**src/arenc_pkg.sv**
```systemverilog
`timescale 1ns / 1ps
// ----------------------------------------------------------------------------
// arenc_pkg
// Shared types and constants of the 16-bit binary arithmetic encoder.
// ----------------------------------------------------------------------------
package arenc_pkg;

  localparam int RANGE_W = 16;
  localparam int PROD_W  = 32;

  // Step counter of the iterative divider, one step per dividend bit.
  localparam int DIV_CNT_W = $clog2(PROD_W);

  // Width of the follow counter limit; the counter itself is 8 bits wide.
  localparam int FOLLOW_BITS = 8;
  localparam logic [7:0] FOLLOW_MAX =
    (FOLLOW_BITS >= 8) ? 8'hff : 8'((1 << FOLLOW_BITS) - 1);

  localparam logic [RANGE_W-1:0] RANGE_HIGH_INIT = 16'hffff;
  localparam logic [RANGE_W-1:0] RANGE_LOW_INIT  = 16'h0000;
  localparam logic [8:0]         PACK_INIT       = 9'h001;

  localparam int QUEUE_DEPTH = 2;
  localparam int QPTR_W      = (QUEUE_DEPTH > 1) ? $clog2(QUEUE_DEPTH) : 1;
  localparam int QCNT_W      = $clog2(QUEUE_DEPTH + 1);

  localparam logic CMD_ENCODE = 1'b0;
  localparam logic CMD_FINISH = 1'b1;

  typedef enum logic [1:0] {
    KIND_ENCODE,
    KIND_SKIP,
    KIND_FINISH
  } item_kind_e;

  typedef struct packed {
    logic        command;
    logic [15:0] cum_low;
    logic [15:0] cum_high;
    logic [15:0] cum_total;
  } in_item_t;

  typedef struct packed {
    logic       byte_valid;
    logic [7:0] out_byte;
    logic       last_of_run;
    logic       follow_overflow;
  } out_item_t;

  // Classified item as it travels from the front to the back.
  typedef struct packed {
    item_kind_e  kind;
    logic [15:0] cum_low;
    logic [15:0] cum_high;
    logic [15:0] cum_total;
  } queue_item_t;

endpackage

```
**src/arenc_div.sv**
```systemverilog
`timescale 1ns / 1ps
// ----------------------------------------------------------------------------
// arenc_div
// Restoring divider, 32-bit dividend by 16-bit divisor, one quotient bit per
// cycle. Returns the low half of the quotient with a one-cycle done pulse.
// ----------------------------------------------------------------------------
module arenc_div (
  input  logic                          clk_i,
  input  logic                          rst_ni,
  input  logic                          start_i,
  input  logic [arenc_pkg::PROD_W-1:0]  dividend_i,
  input  logic [arenc_pkg::RANGE_W-1:0] divisor_i,
  output logic                          done_o,
  output logic [arenc_pkg::RANGE_W-1:0] quot_o
);

  logic [arenc_pkg::PROD_W-1:0]    dq_q, dq_d;
  logic [arenc_pkg::RANGE_W-1:0]   rem_q, rem_d;
  logic [arenc_pkg::RANGE_W-1:0]   dvs_q, dvs_d;
  logic [arenc_pkg::DIV_CNT_W-1:0] cnt_q, cnt_d;
  logic                            busy_q, busy_d;
  logic                            done_q, done_d;

  logic [arenc_pkg::RANGE_W:0]   shifted;
  logic [arenc_pkg::RANGE_W+1:0] diff;
  logic                          fits;

  assign shifted = {rem_q, dq_q[arenc_pkg::PROD_W-1]};
  assign diff    = {1'b0, shifted} - {2'b00, dvs_q};
  assign fits    = ~diff[arenc_pkg::RANGE_W+1];

  always_comb begin
    dq_d   = dq_q;
    rem_d  = rem_q;
    dvs_d  = dvs_q;
    cnt_d  = cnt_q;
    busy_d = busy_q;
    done_d = 1'b0;
    if (start_i) begin
      dq_d   = dividend_i;
      rem_d  = '0;
      dvs_d  = divisor_i;
      cnt_d  = '0;
      busy_d = 1'b1;
    end else if (busy_q) begin
      rem_d = fits ? diff[arenc_pkg::RANGE_W-1:0] : shifted[arenc_pkg::RANGE_W-1:0];
      dq_d  = {dq_q[arenc_pkg::PROD_W-2:0], fits};
      cnt_d = cnt_q + arenc_pkg::DIV_CNT_W'(1);
      if (cnt_q == arenc_pkg::DIV_CNT_W'(arenc_pkg::PROD_W - 1)) begin
        busy_d = 1'b0;
        done_d = 1'b1;
      end
    end
  end

  always_ff @(posedge clk_i or negedge rst_ni) begin
    if (!rst_ni) begin
      cnt_q  <= '0;
      busy_q <= 1'b0;
      done_q <= 1'b0;
    end else begin
      cnt_q  <= cnt_d;
      busy_q <= busy_d;
      done_q <= done_d;
    end
  end

  always_ff @(posedge clk_i) begin
    dq_q  <= dq_d;
    rem_q <= rem_d;
    dvs_q <= dvs_d;
  end

  assign done_o = done_q;
  assign quot_o = dq_q[arenc_pkg::RANGE_W-1:0];

endmodule

```
**src/arenc_front.sv**
```systemverilog
`timescale 1ns / 1ps
// ----------------------------------------------------------------------------
// arenc_front
// Input side: takes transactions, sorts them into encode, skip (zero total)
// and finish, and queues them for the back end.
// ----------------------------------------------------------------------------
module arenc_front (
  input  logic                   clk_i,
  input  logic                   rst_ni,
  input  logic                   in_valid_i,
  output logic                   in_stall_o,
  input  arenc_pkg::in_item_t    in_data_i,
  output logic                   q_valid_o,
  input  logic                   q_pop_i,
  output arenc_pkg::queue_item_t q_item_o
);

  arenc_pkg::queue_item_t             entry_q [arenc_pkg::QUEUE_DEPTH];
  logic [arenc_pkg::QPTR_W-1:0]       wr_ptr_q, rd_ptr_q;
  logic [arenc_pkg::QCNT_W-1:0]       count_q;
  arenc_pkg::queue_item_t             classified;
  logic                               push, pop;

  always_comb begin
    classified.cum_low   = in_data_i.cum_low;
    classified.cum_high  = in_data_i.cum_high;
    classified.cum_total = in_data_i.cum_total;
    if (in_data_i.command == arenc_pkg::CMD_FINISH) begin
      classified.kind = arenc_pkg::KIND_FINISH;
    end else if (in_data_i.cum_total == '0) begin
      classified.kind = arenc_pkg::KIND_SKIP;
    end else begin
      classified.kind = arenc_pkg::KIND_ENCODE;
    end
  end

  assign in_stall_o = (count_q == arenc_pkg::QCNT_W'(arenc_pkg::QUEUE_DEPTH));
  assign q_valid_o  = (count_q != '0);
  assign q_item_o   = entry_q[rd_ptr_q];
  assign push       = in_valid_i && !in_stall_o;
  assign pop        = q_pop_i && q_valid_o;

  always_ff @(posedge clk_i or negedge rst_ni) begin
    if (!rst_ni) begin
      wr_ptr_q <= '0;
      rd_ptr_q <= '0;
      count_q  <= '0;
    end else begin
      if (push) begin
        wr_ptr_q <= (wr_ptr_q == arenc_pkg::QPTR_W'(arenc_pkg::QUEUE_DEPTH - 1)) ?
                    '0 : wr_ptr_q + arenc_pkg::QPTR_W'(1);
      end
      if (pop) begin
        rd_ptr_q <= (rd_ptr_q == arenc_pkg::QPTR_W'(arenc_pkg::QUEUE_DEPTH - 1)) ?
                    '0 : rd_ptr_q + arenc_pkg::QPTR_W'(1);
      end
      if (push && !pop) begin
        count_q <= count_q + arenc_pkg::QCNT_W'(1);
      end else if (pop && !push) begin
        count_q <= count_q - arenc_pkg::QCNT_W'(1);
      end
    end
  end

  always_ff @(posedge clk_i) begin
    if (push) begin
      entry_q[wr_ptr_q] <= classified;
    end
  end

endmodule

```
**src/arenc_back.sv**
```systemverilog
`timescale 1ns / 1ps
// ----------------------------------------------------------------------------
// arenc_back
// Coding engine: narrows the range with two iterative divisions, then shifts
// out settled and follow bits one per cycle, unless a full output holds them,
// into the byte packer. The last finished byte is held back so it can be tagged as the end of the run.
// ----------------------------------------------------------------------------
module arenc_back (
  input  logic                   clk_i,
  input  logic                   rst_ni,
  input  logic                   q_valid_i,
  output logic                   q_pop_o,
  input  arenc_pkg::queue_item_t q_item_i,
  output logic                   out_valid_o,
  input  logic                   out_stall_i,
  output arenc_pkg::out_item_t   out_data_o
);

  typedef enum logic [3:0] {
    ST_IDLE,
    ST_MUL,
    ST_DIV,
    ST_UPD,
    ST_TOP,
    ST_FOLLOW,
    ST_LOOP,
    ST_UNDER,
    ST_FIN_FIRST,
    ST_FIN_OPP,
    ST_FIN_PAD,
    ST_END
  } state_e;

  state_e                 state_q, state_d;
  arenc_pkg::queue_item_t item_q, item_d;
  logic [16:0]            r_q, r_d;
  logic [15:0]            high_q, high_d;
  logic [15:0]            low_q, low_d;
  logic [7:0]             pend_q, pend_d;
  logic [8:0]             pack_q, pack_d;
  logic [8:0]             cnt_q, cnt_d;
  logic                   sticky_q, sticky_d;
  logic                   held_valid_q, held_valid_d;
  logic [7:0]             held_byte_q, held_byte_d;
  logic                   out_valid_q, out_valid_d;
  arenc_pkg::out_item_t   out_data_q, out_data_d;

  logic        can_load;
  logic        push_en, push_val, push_ok, byte_done;
  logic [8:0]  pack_shift;
  logic        div_start, done_hi, done_lo;
  logic [15:0] quot_hi, quot_lo;
  logic [arenc_pkg::PROD_W-1:0] prod_hi, prod_lo;
  logic [15:0] new_high, new_low;

  assign can_load   = !out_valid_q || !out_stall_i;
  assign pack_shift = {pack_q[7:0], push_val};
  assign byte_done  = pack_shift[8];
  // A completed byte pushes the held one out, which needs a free output slot.
  assign push_ok    = !(byte_done && held_valid_q && !can_load);

  // r is at most 2^16 and the cumulative count below 2^16: fits 32 bits.
  assign prod_hi  = arenc_pkg::PROD_W'(r_q) * arenc_pkg::PROD_W'(item_q.cum_high);
  assign prod_lo  = arenc_pkg::PROD_W'(r_q) * arenc_pkg::PROD_W'(item_q.cum_low);
  assign new_high = quot_hi - 16'd1 + low_q;
  assign new_low  = low_q + quot_lo;

  arenc_div u_div_hi (
    .clk_i      (clk_i),
    .rst_ni     (rst_ni),
    .start_i    (div_start),
    .dividend_i (prod_hi),
    .divisor_i  (item_q.cum_total),
    .done_o     (done_hi),
    .quot_o     (quot_hi)
  );

  arenc_div u_div_lo (
    .clk_i      (clk_i),
    .rst_ni     (rst_ni),
    .start_i    (div_start),
    .dividend_i (prod_lo),
    .divisor_i  (item_q.cum_total),
    .done_o     (done_lo),
    .quot_o     (quot_lo)
  );

  always_comb begin
    state_d      = state_q;
    item_d       = item_q;
    r_d          = r_q;
    high_d       = high_q;
    low_d        = low_q;
    pend_d       = pend_q;
    pack_d       = pack_q;
    cnt_d        = cnt_q;
    sticky_d     = sticky_q;
    held_valid_d = held_valid_q;
    held_byte_d  = held_byte_q;
    out_valid_d  = out_valid_q && out_stall_i;
    out_data_d   = out_data_q;
    q_pop_o      = 1'b0;
    div_start    = 1'b0;
    push_en      = 1'b0;
    push_val     = 1'b0;

    case (state_q)
      ST_IDLE: begin
        if (q_valid_i) begin
          q_pop_o = 1'b1;
          item_d  = q_item_i;
          r_d     = {1'b0, high_q - low_q} + 17'd1;
          case (q_item_i.kind)
            arenc_pkg::KIND_FINISH: state_d = ST_FIN_FIRST;
            arenc_pkg::KIND_ENCODE: state_d = ST_MUL;
            default:                state_d = ST_END;
          endcase
        end
      end
      ST_MUL: begin
        div_start = 1'b1;
        state_d   = ST_DIV;
      end
      ST_DIV: begin
        if (done_hi && done_lo) begin
          state_d = ST_UPD;
        end
      end
      ST_UPD: begin
        high_d  = new_high;
        low_d   = new_low;
        state_d = ((new_high[15] ^ new_low[15]) == 1'b0) ? ST_TOP : ST_UNDER;
      end
      ST_TOP: begin
        push_en  = 1'b1;
        push_val = low_q[15];
        if (push_ok) begin
          state_d = ST_FOLLOW;
        end
      end
      ST_FOLLOW: begin
        if (pend_q != '0) begin
          push_en  = 1'b1;
          push_val = ~low_q[15];
          if (push_ok) begin
            pend_d = pend_q - 8'd1;
          end
        end else begin
          low_d   = {low_q[14:0], 1'b0};
          high_d  = {high_q[14:0], 1'b1};
          state_d = ST_LOOP;
        end
      end
      ST_LOOP: begin
        if ((high_q[15] ^ low_q[15]) == 1'b0) begin
          push_en  = 1'b1;
          push_val = low_q[15];
          if (push_ok) begin
            low_d  = {low_q[14:0], 1'b0};
            high_d = {high_q[14:0], 1'b1};
          end
        end else begin
          state_d = ST_UNDER;
        end
      end
      ST_UNDER: begin
        // Underflow: low = 01.., high = 10.. drops the second bit.
        if (low_q[14] && !high_q[14]) begin
          if (pend_q < arenc_pkg::FOLLOW_MAX) begin
            pend_d = pend_q + 8'd1;
          end else begin
            sticky_d = 1'b1;
          end
          low_d  = {1'b0, low_q[13:0], 1'b0};
          high_d = {1'b1, high_q[13:0], 1'b1};
        end else begin
          state_d = ST_END;
        end
      end
      ST_FIN_FIRST: begin
        push_en  = 1'b1;
        push_val = low_q[14];
        if (push_ok) begin
          cnt_d   = {1'b0, pend_q} + 9'd1;
          state_d = ST_FIN_OPP;
        end
      end
      ST_FIN_OPP: begin
        if (cnt_q != '0) begin
          push_en  = 1'b1;
          push_val = ~low_q[14];
          if (push_ok) begin
            cnt_d = cnt_q - 9'd1;
          end
        end else begin
          state_d = ST_FIN_PAD;
        end
      end
      ST_FIN_PAD: begin
        // Zero padding until the partial byte completes.
        if (pack_q != arenc_pkg::PACK_INIT) begin
          push_en  = 1'b1;
          push_val = 1'b0;
        end else begin
          high_d  = arenc_pkg::RANGE_HIGH_INIT;
          low_d   = arenc_pkg::RANGE_LOW_INIT;
          pend_d  = '0;
          state_d = ST_END;
        end
      end
      ST_END: begin
        if (can_load) begin
          out_valid_d                = 1'b1;
          out_data_d.byte_valid      = held_valid_q;
          out_data_d.out_byte        = held_valid_q ? held_byte_q : 8'h00;
          out_data_d.last_of_run     = 1'b1;
          out_data_d.follow_overflow = sticky_q;
          held_valid_d               = 1'b0;
          state_d                    = ST_IDLE;
        end
      end
      default: begin
        state_d = ST_IDLE;
      end
    endcase

    if (push_en && push_ok) begin
      if (byte_done) begin
        pack_d       = arenc_pkg::PACK_INIT;
        held_valid_d = 1'b1;
        held_byte_d  = pack_shift[7:0];
        if (held_valid_q) begin
          out_valid_d                = 1'b1;
          out_data_d.byte_valid      = 1'b1;
          out_data_d.out_byte        = held_byte_q;
          out_data_d.last_of_run     = 1'b0;
          out_data_d.follow_overflow = sticky_q;
        end
      end else begin
        pack_d = pack_shift;
      end
    end
  end

  always_ff @(posedge clk_i or negedge rst_ni) begin
    if (!rst_ni) begin
      state_q      <= ST_IDLE;
      item_q       <= '0;
      r_q          <= '0;
      high_q       <= arenc_pkg::RANGE_HIGH_INIT;
      low_q        <= arenc_pkg::RANGE_LOW_INIT;
      pend_q       <= '0;
      pack_q       <= arenc_pkg::PACK_INIT;
      cnt_q        <= '0;
      sticky_q     <= 1'b0;
      held_valid_q <= 1'b0;
      held_byte_q  <= '0;
      out_valid_q  <= 1'b0;
      out_data_q   <= '0;
    end else begin
      state_q      <= state_d;
      item_q       <= item_d;
      r_q          <= r_d;
      high_q       <= high_d;
      low_q        <= low_d;
      pend_q       <= pend_d;
      pack_q       <= pack_d;
      cnt_q        <= cnt_d;
      sticky_q     <= sticky_d;
      held_valid_q <= held_valid_d;
      held_byte_q  <= held_byte_d;
      out_valid_q  <= out_valid_d;
      out_data_q   <= out_data_d;
    end
  end

  assign out_valid_o = out_valid_q;
  assign out_data_o  = out_data_q;

endmodule

```
**src/arith_range_encoder_16bit_top.sv**
```systemverilog
`timescale 1ns / 1ps
// ----------------------------------------------------------------------------
// arith_range_encoder_16bit_top
// 16-bit binary arithmetic encoder with bit-plus-follow underflow handling,
// MSB-first byte output and a flush command.
// ----------------------------------------------------------------------------
//  channel | handshake            | payload
//  --------+----------------------+-------------------------------------
//  in      | in_valid_i/in_stall_o | in_data_i  (command, cum_low/high/total)
//  out     | out_valid_o/out_stall_i | out_data_o (byte, last, overflow flag)
//
// Encode: a multiply and two parallel 32-step dividers, then the coded bits
// and underflow steps are shifted out. Finish: the flushed and padding bits.
// Skip (zero total): goes straight to the end-of-run output.
// Reset leaves the coder initialized (full range, nothing pending).
// A two-entry queue takes new transactions while the engine works; a stalled
// output only halts the engine when a further result (byte or status) is ready.
// ----------------------------------------------------------------------------
module arith_range_encoder_16bit_top (
  input  logic                 clk_i,
  input  logic                 rst_ni,
  input  logic                 in_valid_i,
  output logic                 in_stall_o,
  input  arenc_pkg::in_item_t  in_data_i,
  output logic                 out_valid_o,
  input  logic                 out_stall_i,
  output arenc_pkg::out_item_t out_data_o
);

  logic                   q_valid;
  logic                   q_pop;
  arenc_pkg::queue_item_t q_item;

  arenc_front u_front (
    .clk_i      (clk_i),
    .rst_ni     (rst_ni),
    .in_valid_i (in_valid_i),
    .in_stall_o (in_stall_o),
    .in_data_i  (in_data_i),
    .q_valid_o  (q_valid),
    .q_pop_i    (q_pop),
    .q_item_o   (q_item)
  );

  arenc_back u_back (
    .clk_i       (clk_i),
    .rst_ni      (rst_ni),
    .q_valid_i   (q_valid),
    .q_pop_o     (q_pop),
    .q_item_i    (q_item),
    .out_valid_o (out_valid_o),
    .out_stall_i (out_stall_i),
    .out_data_o  (out_data_o)
  );

endmodule
```
**config.mk**
```make
export PLATFORM = sky130hd
export DESIGN_NAME = arith_range_encoder_16bit_top
export DESIGN_NICKNAME = d
export VERILOG_FILES = /design/src/arenc_pkg.sv /design/src/arenc_div.sv /design/src/arenc_front.sv /design/src/arenc_back.sv /design/src/arith_range_encoder_16bit_top.sv
export SDC_FILE = /design/constraint.sdc
export NUM_CORES = 2
export LEC_CHECK = 0
export BUFFER_PORTS_ARGS = -buffer_cell sky130_fd_sc_hd__buf_4
export CAP_MARGIN = 20
export CORE_UTILIZATION = 59
export CTS_CLUSTER_SIZE = 10
export DETAILED_ROUTE_END_ITERATION = 12
export GPL_TIMING_DRIVEN = 0
export PLACE_DENSITY = 0.78
export SETUP_SLACK_MARGIN = 0.1
export SYNTH_ARGS = -nofsm -noshare
export SYNTH_HDL_FRONTEND = slang
export SYNTH_HIERARCHICAL = 1
export SYNTH_SLANG_ARGS = --single-unit
```
**constraint.sdc**
```tcl
create_clock -name clk_i -period 7 [get_ports clk_i]
set_input_delay 0.7 -clock clk_i [delete_from_list [all_inputs] [get_ports clk_i]]
set_output_delay 0.7 -clock clk_i [all_outputs]
set_load 0.1 [all_outputs]
```
==> impl_metrics.yaml <==
synth:
  ys_types: 115
  ys_warn_count: 6
  synth.top_cells.by_area: "fa_1 (21%), edfxtp_1 (15%), ha_1 (9.9%), dfrtp_1 (9.5%), nand2_1 (5.6%)"
  synth_edf_count: 196
  synth.largest_area_cell: "fa_1"
  synth_seq_cells: 394
  synth_top_area_frac: 0.2146
  syn_inst: 4013
  syn_nets: 4796
  synthArstFlopShare: 0.4213
  ys_seq_area_frac: 0.2732
  ys.flop_type: "edfxtp_1"
  synth_area_per_cell_um2: 9.761
  syn-cell-area_um2: 39170
run_status:
  violations: "DRC"
  status: "finished, violations left"
finish:
  fin_cells: 5057
  nets: 4935
  design_area_um2: 42930
  final-seq-area_um2: 10750
  multi_input_area_um2: 25420
  area_growth_syn_to_layout_pct: 9.598
  fillers: 5167
  layout-drive-gt1-share: 0.1279
  final_util: 0.6530
sta:
  clock-skew-final_ns: 0.04206
  max_freq_ghz: 0.1464
  slew_violations: 0
  min_period_over_period: 0.9757
  worst_slew_pin_slew_ns: 1.168
  layout_setup_ws_ns: 0.1702
  min_period_ns: 6.830
  finalHoldViolations: 0
  slew_headroom: 0.2211
  setup-violations-final: 0
  rsz0062_at_grt: "yes"
critical_path:
  rr_endpoint: "u_back/u_div_lo/dq_q[31]$_DFFE_PP_"
  critPathLaunch: "u_back/r_q[9]$_DFFE_PN0P_"
  crit_path_end: "u_back/u_div_lo/dq_q[31]$_DFFE_PP_"
  rrSetupSlack_ns: 0.17
  path_class: "reg2reg"
  reg2reg_depth: 20
  crit_fanout: 10
  startpoint_type: "flip-flop"
  arrival_ns: 7.20
  cp-end-kind: "flip-flop"
  critPathRequiredTime_ns: 7.37
  r2r-start: "u_back/r_q[9]$_DFFE_PN0P_"
clock_tree:
  clock_latency_ns: 0.64
  htreeDepth: 2
  clkSinkCount: 394
  root_buffer: "clkbuf_16"
  tritoncts: "yes"
  clkSlewWorstSetupHoldPaths_ns: 0.06
  cts_made_buffers: 48
  clk_path_buf_depth: 3
floorplan:
  rows: 94
  die_h_um: 259.7
  pin_count: 66
  core_um2: 65750
  die_area_um2: 67430
  initial_utilization: 0.5958
  fp.dieW_um: 259.7
global_routing:
  grt_start_max_net_pins: 115
  antenna_found_initial: 3
  grt_pass1_vias: 30060
  grt_overflow: 0
  grt_pass1_wl_mm: 163.9
  track_usage: 0.3129
detailed_routing:
  drtAntennaViolNets: 0
  drt_iter0_markers: 2668
  avgRoutedWirePerCell_um: 20.33
  drc: 2
  dr.pass1.iters: 10
  viasPerCell: 5.878
  vias: 29730
  wl_mm: 102.8
hold_path:
  min_path_cells: 1
  hp-class: "in2reg"
flow_run:
  drv_cap: 0
place:
  place_area_um2: 40860
  numPortBuffers: 65
  hpwl_mm: 79.44
  place_ws_ns: -0.8273
  gp_congestion: 0.9848
  place_inst: 4947
## kinds of logic (layout without fill, tap and decap cells)
logic type | after synthesis | count (layout) | synth area share
AO/OA/AOI/OAI | 573 | 573 | 0.09969
XOR/XNOR | 144 | 144 | 0.03220
adder cells (fa/ha/maj) | 730 | 730 | 0.3137
buffers and inverters | 779 | 958 | 0.08148
flip-flops | 394 | 394 | 0.2732
multiplexers | 135 | 135 | 0.04328
other | 0 | 1 | 0
AND/OR/NAND/NOR | 1258 | 1258 | 0.1565
## area by class of cell
cell class | instances | area share
clock buffers | 79 | 0.03139
multi-input cells | 2840 | 0.5920
repair buffers | 92 | 0.01754
clock inverters | 11 | 0.002419
diodes | 1 | 0.00005829
inverters | 575 | 0.05027
flip-flops and latches | 394 | 0.2504
well taps | 864 | 0.02518
plain buffers | 201 | 0.03066
## stage by stage
step                hold WS [ns]  TNS (ns)
finish                    0.2506         0
global route              0.2371         0
CTS                       0.2251         0
detailed placement        0.4568    -5.895
global placement          0.4544    -5.089
floorplan                 0.4044         0
## worst min path at each step
stage                     slack, ns                                  to                            from
after floorplan                0.40         u_back/cnt_q[0]$_DFFE_PN0P_                          rst_ni
after global placement         0.45      u_back/out_data_o[7]$_DFF_PN0_  u_back/out_data_o[7]$_DFF_PN0_
after detailed placement       0.46  u_back/u_div_hi/dvs_q[1]$_DFFE_PP_    u_back/item_q[1]$_DFFE_PN0P_
after CTS                      0.23    u_front/entry_q[1][28]$_DFFE_PP_                   in_data_i[28]
after global routing           0.24    u_front/entry_q[1][28]$_DFFE_PP_                   in_data_i[28]
final                          0.25    u_front/entry_q[0][28]$_DFFE_PP_                   in_data_i[28]
## cells in the final DEF (no fill, tap or decap), types with 19 or more instances in the layout
cell and count:
nand2_1 581, inv_1 574, fa_1 420, ha_1 306, and2_1 275, edfxtp_1 196
a21oi_1 147, nor2_1 144, buf_4 131, dfrtp_1 109, xnor2_1 104, o21ai_0 95
clkbuf_1 93, mux2_2 66, a21o_1 55, mux2_4 51, clkbuf_16 48, nand3_1 48
xor2_1 40, dfrtp_2 40, dfxtp_1 32, nor3_1 31, clkbuf_4 30, a211oi_1 26
clkbuf_2 25, nor2b_1 21, o21a_1 20, and3_1 20, nand4_1 19
## registers in the layout, summed over array words and instances (netlist names), 17 cells and up
name	cells
u_back/item_q	48
u_back/r_q	17
u_back/u_div_hi/dq_q	32
u_back/u_div_lo/dq_q	32
u_front/entry_q	100
## synthesized netlist by cell type, types with 8 or more instances
cell type    n
xnor2_1    104
mux2_1       8
nand3_1     48
buf_4       35
a211oi_1    29
o21a_1      20
nand3b_1    10
or2_2        8
and3_1      21
fa_1       420
nand2_1    581
a21oi_1    148
nand4_1     19
nor3_1      32
ha_1       310
dfxtp_1     32
inv_1      574
mux2i_1     10
mux2_2      67
a31oi_1     19
a21o_1      55
a211o_1     12
clkbuf_1   147
or3_1       11
nor2_1     145
mux2_4      50
nor3b_1     14
nor2b_1     21
and2_1     275
buf_2        8
dfstp_2     17
dfrtp_1    149
nand2b_1    18
a221oi_1    13
o211ai_1    14
o31ai_1     17
a311oi_1    14
o21ai_1     16
edfxtp_1   196
o22ai_1     10
o21ai_0     97
o21bai_1    18
xor2_1      40
nor4_1      13
## routing by layer
layer  track usage  wire (um)  vias to the layer above
met3       0.06871       9731                      256
met4        0.1155       4114                        0
met1        0.4262      42520                    14750
met5             0          0                        -
li1              -          -                    13450
met2        0.4916      46430                     1274
## worst max-delay path, stage by stage (launching register included)
cell      delay, ns
dfrtp_2        0.49
clkbuf_4       0.31
nand2_1        0.11
fa_1           0.51
fa_1           0.58
fa_1           0.45
fa_1           0.59
inv_1          0.07
fa_1           0.53
fa_1           0.44
ha_1           0.35
nand2_1        0.12
nor2_1         0.07
a211oi_2       0.22
o21ai_2        0.12
a31o_2         0.32
a221oi_4       0.35
o221ai_2       0.20
o41ai_2        0.30
xnor2_1        0.12
mux2_4         0.32
## what timing repair did
action / CTS / global route
pin swaps: 3 / 10
hold endpoints to repair: 2 / 0
buffers inserted: 10 / 11
setup endpoints to repair: 19 / 11
hold buffers: 1 / 0
resized for setup: 153 / 87
gates cloned: 0 / 0
Power is not shown: default switching activity piles up to over one toggle a cycle in this logic, so the estimate is an artifact.
